File: src/rtl/core/ttip_pkg.sv
package ttip_pkg;

  localparam int DEF_LONG_BITS   = 32;
  localparam int DEF_OFFSET_BITS = 16;
  localparam int END_W           = 16;

  typedef enum logic [2:0] {
    PH_SPACE,
    PH_SIGNED,
    PH_ZERO,
    PH_ZEROX,
    PH_DIGITS,
    PH_DONE
  } phase_t;

  typedef enum logic [1:0] {
    MODE_U64,
    MODE_S64,
    MODE_SLONG,
    MODE_ULONG
  } mode_t;

  // register indexes on the config port
  localparam logic CFG_NUMBER_BASE = 1'b0;
  localparam logic CFG_MODE        = 1'b1;

  localparam logic [7:0] CH_SPACE = 8'h20;
  localparam logic [7:0] CH_TAB   = 8'h09;
  localparam logic [7:0] CH_CR    = 8'h0D;
  localparam logic [7:0] CH_PLUS  = 8'h2B;
  localparam logic [7:0] CH_MINUS = 8'h2D;
  localparam logic [7:0] CH_ZERO  = 8'h30;
  localparam logic [7:0] CH_NINE  = 8'h39;
  localparam logic [7:0] CH_LO_A  = 8'h61;
  localparam logic [7:0] CH_LO_Z  = 8'h7A;
  localparam logic [7:0] CH_UP_A  = 8'h41;
  localparam logic [7:0] CH_UP_Z  = 8'h5A;
  localparam logic [7:0] CH_LO_X  = 8'h78;
  localparam logic [7:0] CH_UP_X  = 8'h58;

  localparam logic [5:0] BASE_AUTO = 6'd0;
  localparam logic [5:0] BASE_ONE  = 6'd1;
  localparam logic [5:0] BASE_OCT  = 6'd8;
  localparam logic [5:0] BASE_DEC  = 6'd10;
  localparam logic [5:0] BASE_HEX  = 6'd16;
  localparam logic [5:0] BASE_MAX  = 6'd36;

  // larger than any legal radix
  localparam logic [5:0] DIGIT_NONE = 6'h3F;

  typedef struct packed {
    logic [63:0]      value;
    logic             ovf;
    logic             minus;
    logic [END_W-1:0] end_offset;
    logic             digits;
    mode_t            mode;
  } res_raw_t;

  typedef struct packed {
    logic [63:0]      value_bits;
    logic             overflow_seen;
    logic             minus_sign;
    logic [END_W-1:0] end_offset;
    logic             digits_found;
  } res_out_t;

  function automatic logic [5:0] digit_of(input logic [7:0] c);
    logic [5:0] d;
    d = DIGIT_NONE;
    if (c >= CH_ZERO && c <= CH_NINE) begin
      d = 6'(c - CH_ZERO);
    end else if (c >= CH_LO_A && c <= CH_LO_Z) begin
      d = 6'(c - CH_LO_A + 8'd10);
    end else if (c >= CH_UP_A && c <= CH_UP_Z) begin
      d = 6'(c - CH_UP_A + 8'd10);
    end
    return d;
  endfunction

endpackage

File: src/rtl/core/ttip_in_if.sv
interface ttip_in_if;
  logic       valid;
  logic       ready;
  logic [7:0] text_char;
  logic       last_char;

  modport source (output valid, output text_char, output last_char, input ready);
  modport sink (input valid, input text_char, input last_char, output ready);
endinterface

File: src/rtl/core/ttip_out_if.sv
interface ttip_out_if;
  logic        valid;
  logic        ready;
  logic [63:0] value_bits;
  logic        overflow_seen;
  logic        minus_sign;
  logic [15:0] end_offset;
  logic        digits_found;

  modport source (
    output valid, output value_bits, output overflow_seen, output minus_sign,
    output end_offset, output digits_found, input ready
  );
  modport sink (
    input valid, input value_bits, input overflow_seen, input minus_sign,
    input end_offset, input digits_found, output ready
  );
endinterface

File: src/rtl/core/ttip_accum.sv
module ttip_accum
  import ttip_pkg::*;
(
  input  logic [63:0] acc_in,
  input  logic [5:0]  base,
  input  logic [5:0]  digit,
  output logic [63:0] acc_out,
  output logic        ovf
);

  // 64x6 product plus digit; anything above bit 63 is an overflow
  logic [69:0] prod;
  logic [69:0] sum;

  assign prod    = 70'(acc_in) * 70'(base);
  assign sum     = prod + 70'(digit);
  assign ovf     = |sum[69:64];
  assign acc_out = ovf ? '1 : sum[63:0];

endmodule

File: src/rtl/core/ttip_convert.sv
module ttip_convert
  import ttip_pkg::*;
#(
  parameter int LONG_BITS = DEF_LONG_BITS
) (
  input  res_raw_t raw,
  output res_out_t res
);

  // shift in two steps so LONG_BITS = 64 gives all ones
  localparam logic [63:0] LongMask = ((64'd1 << (LONG_BITS - 1)) << 1) - 64'd1;
  localparam logic [63:0] LongMax  = LongMask >> 1;
  localparam logic [63:0] LongMin  = (LongMax + 64'd1) & LongMask;

  logic [63:0] neg;
  logic [63:0] signed_v;
  logic [63:0] conv;

  assign neg      = 64'd0 - raw.value;
  assign signed_v = raw.minus ? neg : raw.value;

  always_comb begin
    case (raw.mode)
      MODE_U64: conv = raw.value;
      MODE_S64: begin
        if (raw.ovf) begin
          conv = raw.minus ? 64'h8000_0000_0000_0000 : 64'h7FFF_FFFF_FFFF_FFFF;
        end else begin
          conv = signed_v;
        end
      end
      MODE_SLONG: begin
        if (raw.ovf) begin
          conv = raw.minus ? LongMin : LongMax;
        end else begin
          conv = signed_v & LongMask;
        end
      end
      MODE_ULONG: conv = signed_v & LongMask;
      default:    conv = raw.value;
    endcase
  end

  assign res.value_bits    = raw.digits ? conv : 64'd0;
  assign res.overflow_seen = raw.ovf;
  assign res.minus_sign    = raw.minus;
  assign res.end_offset    = raw.end_offset;
  assign res.digits_found  = raw.digits;

endmodule

File: src/rtl/core/text_to_integer_parser.sv
// Pipeline: the character ending the number goes through the input register,
//   the parse step into the raw result register and conversion to out_ch.
// Throughput: one character per cycle unless results back up; the parse step
//   (one 64x6 multiply-add with overflow check) carries the state to the next char.
// Reset (rst_n low, synchronous): pipeline empty, parser back to whitespace
//   skipping, number_base and mode cleared to zero.
module text_to_integer_parser
  import ttip_pkg::*;
#(
  parameter int LONG_BITS   = DEF_LONG_BITS,
  parameter int OFFSET_BITS = DEF_OFFSET_BITS
) (
  input  logic              clk,
  input  logic              rst_n,
  ttip_in_if.sink           in_ch,
  ttip_out_if.source        out_ch,
  input  logic              cfg_we,
  input  logic              cfg_index,
  input  logic [5:0]        cfg_data
);

  localparam int EndW = (OFFSET_BITS < END_W) ? OFFSET_BITS : END_W;

  // config
  logic [5:0] base_cfg_r;
  mode_t      mode_r;

  // input register
  logic       s1_valid_r;
  logic [7:0] s1_char_r;
  logic       s1_last_r;

  // parser state
  phase_t                 phase_r, phase_step, phase_nxt;
  logic [5:0]             base_r, base_nxt;
  logic [63:0]            acc_r;
  logic                   sign_r, sign_nxt;
  logic                   ovf_r;
  logic [OFFSET_BITS-1:0] pos_r, pos_sat;
  logic [OFFSET_BITS-1:0] end_r;

  // raw result and output registers
  logic     r1_valid_r;
  res_raw_t r1_r, r1_nxt;
  logic     out_valid_r;
  res_out_t out_r, conv_res;

  // step decode
  logic        is_space, is_sign, is_x, base_inv, zero_pref, start_ph;
  logic [5:0]  dig, base_start, acc_base;
  logic        do_acc, acc_from_zero;
  logic        emit_step, step_dig, step_zero;
  logic        emit, emit_dig, emit_zero;
  logic [63:0] acc_in, acc_new, val_post;
  logic        acc_ovf, ovf_post;
  logic [OFFSET_BITS-1:0] end_post;
  logic        proc, out_load;

  assign dig       = digit_of(s1_char_r);
  assign is_space  = (s1_char_r == CH_SPACE) || (s1_char_r >= CH_TAB && s1_char_r <= CH_CR);
  assign is_sign   = (s1_char_r == CH_PLUS) || (s1_char_r == CH_MINUS);
  assign is_x      = (s1_char_r == CH_LO_X) || (s1_char_r == CH_UP_X);
  assign base_inv  = (base_cfg_r == BASE_ONE) || (base_cfg_r > BASE_MAX);
  assign base_start = (base_cfg_r == BASE_AUTO) ?
                      ((s1_char_r == CH_ZERO) ? BASE_OCT : BASE_DEC) : base_cfg_r;
  assign zero_pref = (s1_char_r == CH_ZERO) &&
                     ((base_cfg_r == BASE_AUTO) || (base_cfg_r == BASE_HEX));
  assign start_ph  = (phase_r == PH_SIGNED) ||
                     ((phase_r == PH_SPACE) && !is_space && !is_sign);

  // next state
  always_comb begin
    phase_step = phase_r;
    case (phase_r)
      PH_SPACE, PH_SIGNED: begin
        if (start_ph) begin
          if (base_inv) begin
            phase_step = PH_DONE;
          end else if (dig < base_start) begin
            phase_step = zero_pref ? PH_ZERO : PH_DIGITS;
          end else begin
            phase_step = PH_DONE;
          end
        end else if (is_sign) begin
          phase_step = PH_SIGNED;
        end
      end
      PH_ZERO: begin
        if (is_x) begin
          phase_step = PH_ZEROX;
        end else begin
          phase_step = (dig < base_r) ? PH_DIGITS : PH_DONE;
        end
      end
      PH_ZEROX:  phase_step = (dig < BASE_HEX) ? PH_DIGITS : PH_DONE;
      PH_DIGITS: phase_step = (dig < base_r) ? PH_DIGITS : PH_DONE;
      PH_DONE:   phase_step = PH_DONE;
      default:   phase_step = PH_DONE;
    endcase
    phase_nxt = s1_last_r ? PH_SPACE : phase_step;
  end

  // step actions
  always_comb begin
    do_acc        = 1'b0;
    acc_from_zero = 1'b0;
    emit_step     = 1'b0;
    step_dig      = 1'b0;
    step_zero     = 1'b0;
    base_nxt      = base_r;
    sign_nxt      = sign_r;
    case (phase_r)
      PH_SPACE, PH_SIGNED: begin
        if (start_ph) begin
          if (base_inv) begin
            emit_step = 1'b1;
            step_zero = 1'b1;
          end else begin
            base_nxt = base_start;
            if (dig < base_start) begin
              do_acc = 1'b1;
            end else begin
              emit_step = 1'b1;
            end
          end
        end else if (is_sign) begin
          sign_nxt = (s1_char_r == CH_MINUS);
        end
      end
      PH_ZERO: begin
        if (!is_x) begin
          if (dig < base_r) begin
            do_acc = 1'b1;
          end else begin
            emit_step = 1'b1;
            step_dig  = 1'b1;
          end
        end
      end
      PH_ZEROX: begin
        if (dig < BASE_HEX) begin
          do_acc        = 1'b1;
          acc_from_zero = 1'b1;
          base_nxt      = BASE_HEX;
        end else begin
          emit_step = 1'b1;
          step_dig  = 1'b1;
        end
      end
      PH_DIGITS: begin
        if (dig < base_r) begin
          do_acc = 1'b1;
        end else begin
          emit_step = 1'b1;
          step_dig  = 1'b1;
        end
      end
      default: begin
      end
    endcase
  end

  // the last char closes an open number
  always_comb begin
    emit      = emit_step;
    emit_dig  = step_dig;
    emit_zero = step_zero;
    if (s1_last_r && !emit_step && phase_step != PH_DONE) begin
      emit      = 1'b1;
      emit_dig  = !(phase_step == PH_SPACE || phase_step == PH_SIGNED);
      emit_zero = (phase_step == PH_SPACE || phase_step == PH_SIGNED) && base_inv;
    end
  end

  assign acc_base = (phase_r == PH_ZEROX) ? BASE_HEX :
                    (start_ph ? base_start : base_r);
  assign acc_in   = acc_from_zero ? 64'd0 : acc_r;

  ttip_accum u_accum (
    .acc_in  (acc_in),
    .base    (acc_base),
    .digit   (dig),
    .acc_out (acc_new),
    .ovf     (acc_ovf)
  );

  assign pos_sat  = (pos_r == '1) ? pos_r : pos_r + OFFSET_BITS'(1);
  assign val_post = do_acc ? acc_new : acc_r;
  assign ovf_post = ovf_r | (do_acc & acc_ovf);
  assign end_post = do_acc ? pos_sat : end_r;

  always_comb begin
    r1_nxt.value      = val_post;
    r1_nxt.ovf        = emit_dig & ovf_post;
    r1_nxt.minus      = sign_nxt & !emit_zero;
    r1_nxt.end_offset = emit_dig ? END_W'(end_post[EndW-1:0]) : '0;
    r1_nxt.digits     = emit_dig & !emit_zero;
    r1_nxt.mode       = mode_r;
  end

  // handshakes
  assign out_load    = r1_valid_r && (!out_valid_r || out_ch.ready);
  assign proc        = s1_valid_r && (!emit || !r1_valid_r || out_load);
  assign in_ch.ready = !s1_valid_r || proc;

  always_ff @(posedge clk) begin
    if (!rst_n) begin
      base_cfg_r <= BASE_AUTO;
      mode_r     <= MODE_U64;
    end else if (cfg_we) begin
      if (cfg_index == CFG_NUMBER_BASE) begin
        base_cfg_r <= cfg_data;
      end else if (cfg_index == CFG_MODE) begin
        mode_r <= mode_t'(cfg_data[1:0]);
      end
    end
  end

  always_ff @(posedge clk) begin
    if (!rst_n) begin
      s1_valid_r <= 1'b0;
    end else if (in_ch.ready) begin
      s1_valid_r <= in_ch.valid;
    end
  end

  always_ff @(posedge clk) begin
    if (in_ch.valid && in_ch.ready) begin
      s1_char_r <= in_ch.text_char;
      s1_last_r <= in_ch.last_char;
    end
  end

  always_ff @(posedge clk) begin
    if (!rst_n) begin
      phase_r <= PH_SPACE;
      base_r  <= BASE_AUTO;
      acc_r   <= '0;
      sign_r  <= 1'b0;
      ovf_r   <= 1'b0;
      pos_r   <= '0;
      end_r   <= '0;
    end else if (proc) begin
      phase_r <= phase_nxt;
      if (s1_last_r) begin
        base_r <= BASE_AUTO;
        acc_r  <= '0;
        sign_r <= 1'b0;
        ovf_r  <= 1'b0;
        pos_r  <= '0;
        end_r  <= '0;
      end else begin
        base_r <= base_nxt;
        acc_r  <= val_post;
        sign_r <= sign_nxt;
        ovf_r  <= ovf_post;
        pos_r  <= pos_sat;
        end_r  <= end_post;
      end
    end
  end

  always_ff @(posedge clk) begin
    if (!rst_n) begin
      r1_valid_r <= 1'b0;
    end else begin
      r1_valid_r <= (r1_valid_r && !out_load) || (proc && emit);
    end
  end

  always_ff @(posedge clk) begin
    if (proc && emit) begin
      r1_r <= r1_nxt;
    end
  end

  ttip_convert #(
    .LONG_BITS (LONG_BITS)
  ) u_convert (
    .raw (r1_r),
    .res (conv_res)
  );

  always_ff @(posedge clk) begin
    if (!rst_n) begin
      out_valid_r <= 1'b0;
    end else begin
      out_valid_r <= (out_valid_r && !out_ch.ready) || out_load;
    end
  end

  always_ff @(posedge clk) begin
    if (out_load) begin
      out_r <= conv_res;
    end
  end

  assign out_ch.valid         = out_valid_r;
  assign out_ch.value_bits    = out_r.value_bits;
  assign out_ch.overflow_seen = out_r.overflow_seen;
  assign out_ch.minus_sign    = out_r.minus_sign;
  assign out_ch.end_offset    = out_r.end_offset;
  assign out_ch.digits_found  = out_r.digits_found;

  // a string's last char always leaves the parser clean for the next one
  a_last_clears: assert property (@(posedge clk) disable iff (!rst_n)
    proc && s1_last_r |=> phase_r == PH_SPACE && acc_r == 64'd0 && pos_r == '0)
    else $error("parser state not cleared after last char");

  // once a number is closed the rest of the string gives no result
  a_done_silent: assert property (@(posedge clk) disable iff (!rst_n)
    s1_valid_r && phase_r == PH_DONE |-> !emit)
    else $error("result emitted after number was closed");

  // a pending raw result is never dropped
  a_r1_kept: assert property (@(posedge clk) disable iff (!rst_n)
    r1_valid_r && !out_load |=> r1_valid_r)
    else $error("pending raw result lost");

  a_no_digits_zero: assert property (@(posedge clk) disable iff (!rst_n)
    out_ch.valid && !out_ch.digits_found |->
      out_ch.value_bits == 64'd0 && out_ch.end_offset == 16'd0 && !out_ch.overflow_seen)
    else $error("nonzero value without digits");

endmodule
File: src/flat_wrapper.sv
// flat-port wrapper written by rule: the top's interface ports become plain ports
module text_to_integer_parser_flat import ttip_pkg::*;
#(
  parameter int LONG_BITS   = DEF_LONG_BITS,
  parameter int OFFSET_BITS = DEF_OFFSET_BITS
)
  (clk, rst_n, cfg_we, cfg_index, cfg_data, in_ch_valid, in_ch_text_char, in_ch_last_char, in_ch_ready, out_ch_valid, out_ch_value_bits, out_ch_overflow_seen, out_ch_minus_sign, out_ch_end_offset, out_ch_digits_found, out_ch_ready);
  ttip_in_if in_ch_i ();
  ttip_out_if out_ch_i ();
  input  logic clk;
  input  logic rst_n;
  input  logic cfg_we;
  input  logic cfg_index;
  input  logic [5:0] cfg_data;
  input wire logic [$bits(in_ch_i.valid)-1:0] in_ch_valid;
  input wire logic [$bits(in_ch_i.text_char)-1:0] in_ch_text_char;
  input wire logic [$bits(in_ch_i.last_char)-1:0] in_ch_last_char;
  output wire logic [$bits(in_ch_i.ready)-1:0] in_ch_ready;
  output wire logic [$bits(out_ch_i.valid)-1:0] out_ch_valid;
  output wire logic [$bits(out_ch_i.value_bits)-1:0] out_ch_value_bits;
  output wire logic [$bits(out_ch_i.overflow_seen)-1:0] out_ch_overflow_seen;
  output wire logic [$bits(out_ch_i.minus_sign)-1:0] out_ch_minus_sign;
  output wire logic [$bits(out_ch_i.end_offset)-1:0] out_ch_end_offset;
  output wire logic [$bits(out_ch_i.digits_found)-1:0] out_ch_digits_found;
  input wire logic [$bits(out_ch_i.ready)-1:0] out_ch_ready;
  assign in_ch_i.valid = in_ch_valid;
  assign in_ch_i.text_char = in_ch_text_char;
  assign in_ch_i.last_char = in_ch_last_char;
  assign in_ch_ready = in_ch_i.ready;
  assign out_ch_valid = out_ch_i.valid;
  assign out_ch_value_bits = out_ch_i.value_bits;
  assign out_ch_overflow_seen = out_ch_i.overflow_seen;
  assign out_ch_minus_sign = out_ch_i.minus_sign;
  assign out_ch_end_offset = out_ch_i.end_offset;
  assign out_ch_digits_found = out_ch_i.digits_found;
  assign out_ch_i.ready = out_ch_ready;
  text_to_integer_parser #(.LONG_BITS(LONG_BITS), .OFFSET_BITS(OFFSET_BITS)) u_core (.clk(clk), .rst_n(rst_n), .in_ch(in_ch_i), .out_ch(out_ch_i), .cfg_we(cfg_we), .cfg_index(cfg_index), .cfg_data(cfg_data));
endmodule
File: config.mk
export PLATFORM = sky130hd
export DESIGN_NAME = text_to_integer_parser_flat
export DESIGN_NICKNAME = d
export VERILOG_FILES = /design/src/rtl/core/ttip_pkg.sv /design/src/rtl/core/ttip_in_if.sv /design/src/rtl/core/ttip_out_if.sv /design/src/rtl/core/ttip_accum.sv /design/src/rtl/core/ttip_convert.sv /design/src/rtl/core/text_to_integer_parser.sv /design/src/flat_wrapper.sv
export SDC_FILE = /design/constraint.sdc
export NUM_CORES = 2
export LEC_CHECK = 0
export BUFFER_PORTS_ARGS = -buffer_cell sky130_fd_sc_hd__buf_2
export CELL_PAD_IN_SITES_DETAIL_PLACEMENT = 1
export CELL_PAD_IN_SITES_GLOBAL_PLACEMENT = 1
export CORE_MARGIN = 4
export CORE_UTILIZATION = 46
export CTS_CLUSTER_DIAMETER = 50
export CTS_CLUSTER_SIZE = 25
export DETAILED_ROUTE_END_ITERATION = 8
export HOLD_SLACK_MARGIN = 0.03
export PLACE_DENSITY_LB_ADDON = 0.08
export SYNTH_ARGS = -nofsm -noshare
export SYNTH_HDL_FRONTEND = slang
export SYNTH_HIERARCHICAL = 1
export SYNTH_SLANG_ARGS = --single-unit
File: constraint.sdc
create_clock -name clk -period 8.5 [get_ports clk]
set_input_delay 0.85 -clock clk [delete_from_list [all_inputs] [get_ports clk]]
set_output_delay 0.85 -clock clk [all_outputs]
set_load 0.005 [all_outputs]
==> summary.md <==
| Metric | Value |
|---|---|
| CP peak stage delay | `~0.55 ns` |
| Fmax | `around 0.12 GHz` |
| Pleak | `between 15 and 20 nW` |
| Finished Cell Area | `35140 um^2` |
| Slew @ Worst Pin | `~1.3 ns` |
| Max Slew Vio Count | `0` |
| Xor and xnor area share after synthesis | `under 10%` |
| Vias in the first global route | `27.44k` |
| Avg WL per Cell | `about 25 um` |
| Primary FF master, synth | `edfxtp_1` |
| Max_cap viols | `0` |
| Die height | `260.2 um` |
| Post-synth EDFFs | `177` |
| Asr flop ratio synth | `0%` |
| Status | `finished clean` |
| Starting density of the core | `a little under half` |
| Tmin final | `about 8.4 ns` |
| Share of the yosys chip area belonging to registers | `26.24%` |
| Max-slew headroom | `around a tenth` |
| WP data required | `slightly below 9 ns` |
| CTS H-Tree Depth | `1` |
| Count of cell types in the netlist | `approximately 110` |
| Multiplexer area fraction after synthesis | `3.254%` |
| Hold WC Path Type | `flop to flop` |
| Reg clk slew, reported paths | `approximately 0.07 ns` |
| Syn_nets | `~3.5k` |
| Antenna-violating nets left | `0` |
| # IOs | `roughly 110` |
| Worst Clk Skew | `roughly 0.021 ns` |
| Hold-fix buffers, CTS | `0` |
| Commonest non-fill, non-tap cell in the layout | `and2_1` |
| Startpoint types | `flop` |
| Root Buffer Master | `clkbuf_16` |
| Core area | `~63000 um^2` |
| Yosys warns | `6` |
| First-pass detailed-route iteration total | `7` |
| Detailed placement HPWL | `about 79000 um` |
| PwrDens | `108.6 nW/um^2` |
| Compound-Gate Fraction of Synth Area | `about 16%` |
| Post-synthesis adder-cell area fraction | `roughly 24%` |
| RSZ-0062 raised after global routing | `true` |
| FP Rows | `92` |
| Fin nets | `roughly 3.8k` |
| Worst slack at placement | `-0.5056 ns` |
| CTS tree | `yes` |
| Ratio of cells with drive above 1 in the final layout | `between 20% and 30%` |
| Ant diodes | `0` |
| Initial antenna violation count | `0` |
| CP max-delay cell | `fa_1` |
| Clock latency on the worst-skew pair | `approximately 0.60 ns` |
| Commonest cells after routing, fill and taps aside | `and2_1, buf_4, fa_1, nand2_1, edfxtp_1` |
| Post-synthesis simple-gate area fraction | `22.75%` |
| Final setup margin | `about 0.058 ns` |
| Syn Area/Cell | `9.412 um^2` |
| Total power | `3.816 mW` |
| Drt first-iter violations | `between 2k and 2.5k` |
| Num CTS Buffers | `30` |
| Placed Cells | `between 4k and 5k` |
| Post-DR vias/cell | `a little over 6` |
| Crit-path most repeated cell | `fa_1` |
| Main combinational cell family by area after synthesis | `adder cells` |
| CTS max path bufs | `3` |
| All-Layer GR Usage | `about 30%` |
| Via count | `approximately 26k` |
| Largest net degree at the start of global routing | `just over 90` |
| Die ar. | `approximately 68000 um^2` |
| Hold Slack | `between 0.4 and 0.5 ns` |
| Routability cong. | `just over 0.9` |
| Peak supply drop | `between 0.15 and 0.2 mV` |
| Post-Place Cell Area | `between 30000 and 40000 um^2` |
| Endpoint class of the critical path | `flop` |
| PortBufs | `roughly 110` |
| WS Path Type | `flop to flop` |
| First-pass GRT wire length | `~160000 um` |
| #FFs+latches synth | `about 300` |
| Post-Route WL | `about 110000 um` |
| Final cycle utilization of the critical path | `slightly below 100%` |
| Final setup vio count | `0` |
| Grt ovf | `0` |
| Reg2reg setup slack | `slightly below 0.06 ns` |
| DR DRC count | `0` |
| WP data arrival | `a little under 9 ns` |
| CP max FO | `5` |
| Die W | `approximately 260 um` |
| Final Hold Vio Count | `0` |
| Final setup TNS | `0 ns` |
| P&R area growth vs syn | `20.10%` |
| Num Clock Sinks | `295` |
| Final Util | `between 50% and 60%` |
| Gate count after technology mapping | `3109` |
| Non-Filler Instances | `around 4.2k` |
| Mapped cell area | `about 29000 um^2` |
layout make-up:
cell class / instances / area, um^2
Clock buffer: 36 / 797.0
Fill cell: 7036 / 27820
Multi-Input combinational cell: 2498 / 21320
Clock inverter: 20 / 239.0
Timing Repair Buffer: 440 / 3681
Tap cell: 846 / 1059
Inverter: 98 / 367.9
Sequential cell: 295 / 7677
registers in the layout, indices dropped and copies added (netlist names), 2 cells and up:
signal                    count
u_core/end_r                 16
u_core/out_ch.end_offset     16
u_core/base_cfg_r             6
u_core/acc_r                 64
u_core/mode_r                 2
u_core/r1_r                  85
u_core/s1_char_r              8
u_core/base_r                 6
u_core/pos_r                 16
u_core/out_ch.value_bits     64
u_core/phase_r                3
logic make-up (layout without fill, tap and decap cells):
group | Yosys count | after routing
simple gates | 1238 | 1238
compound gates | 674 | 674
fa+ha+maj | 420 | 420
buf+inv | 316 | 594
flops | 295 | 295
mux | 87 | 87
xor+xnor | 79 | 79
cells in the mapped netlist (all sizes together) (24+ instances only):
| cell type | number | area share, % |
|---|---|---|
| xnor2 | 41 | 1.2 |
| and2 | 380 | 8.1 |
| nor2b | 77 | 1.6 |
| a21o | 34 | 0.87 |
| a21oi | 191 | 3.3 |
| mux2 | 65 | 2.5 |
| xor2 | 38 | 1.1 |
| a211oi | 24 | 0.63 |
| inv | 96 | 1.2 |
| o22ai | 24 | 0.53 |
| edfxtp | 177 | 18 |
| nand3 | 88 | 1.5 |
| fa | 252 | 17 |
| clkbuf | 151 | 2.0 |
| or3 | 30 | 0.65 |
| nor3 | 75 | 1.4 |
| nand4 | 35 | 0.75 |
| ha | 167 | 7.1 |
| o21ai | 120 | 2.1 |
| nor2 | 168 | 2.2 |
| buf | 64 | 1.6 |
| nand2 | 257 | 3.3 |
| nor4 | 30 | 0.74 |
| nand2b | 26 | 0.56 |
| dfxtp | 118 | 8.1 |
| a32o | 66 | 2.3 |
worst max-delay path: cells and delay by family, from the launching register on:
family,cells,cell delay (ns)
fa+ha+maj,6,2.52
compound gates,11,2.50
simple gates,6,1.25
buf+inv,9,1.20
flops,1,0.42
mux,1,0.28
power by group:
part	switching (mW)	total, mW	leakage (nW)	internal [mW]
combinational	0.488	0.749	12.5	0.261
sequential	0.0816	1.69	2.66	1.60
clock	0.666	1.38	0.508	0.715
metal layers:
metal / up-vias / share of wire (%) / routed length [um] / GRT usage, %
met2: 756 / 49 / 51950 / 50.73
li1: 11600 / - / - / -
met3: 232 / 4.7 / 4948 / 3.603
met5: - / 0 / 0 / 0
met4: 0 / 5.5 / 5848 / 13.20
met1: 13180 / 41 / 43290 / 36.92
final timing paths:
path | from | end | cells past startpoint
setup / recovery | u_core/s1_char_r[1] | u_core/r1_r[78] | 33
hold / removal | u_core/r1_r[16] | u_core/out_ch.end_offset[13] | 0
setup reg to reg | u_core/s1_char_r[1] | u_core/r1_r[78] | 33
hold reg to reg | u_core/r1_r[16] | u_core/out_ch.end_offset[13] | 0
timing repair:
item	CTS	global route
gates resized for setup	43	254
pin swaps	10	85
endpoints found under the setup margin	130	130
gates cloned	2	17
buffers inserted	9	30
Note: power is estimated with default switching activity, not from simulation.
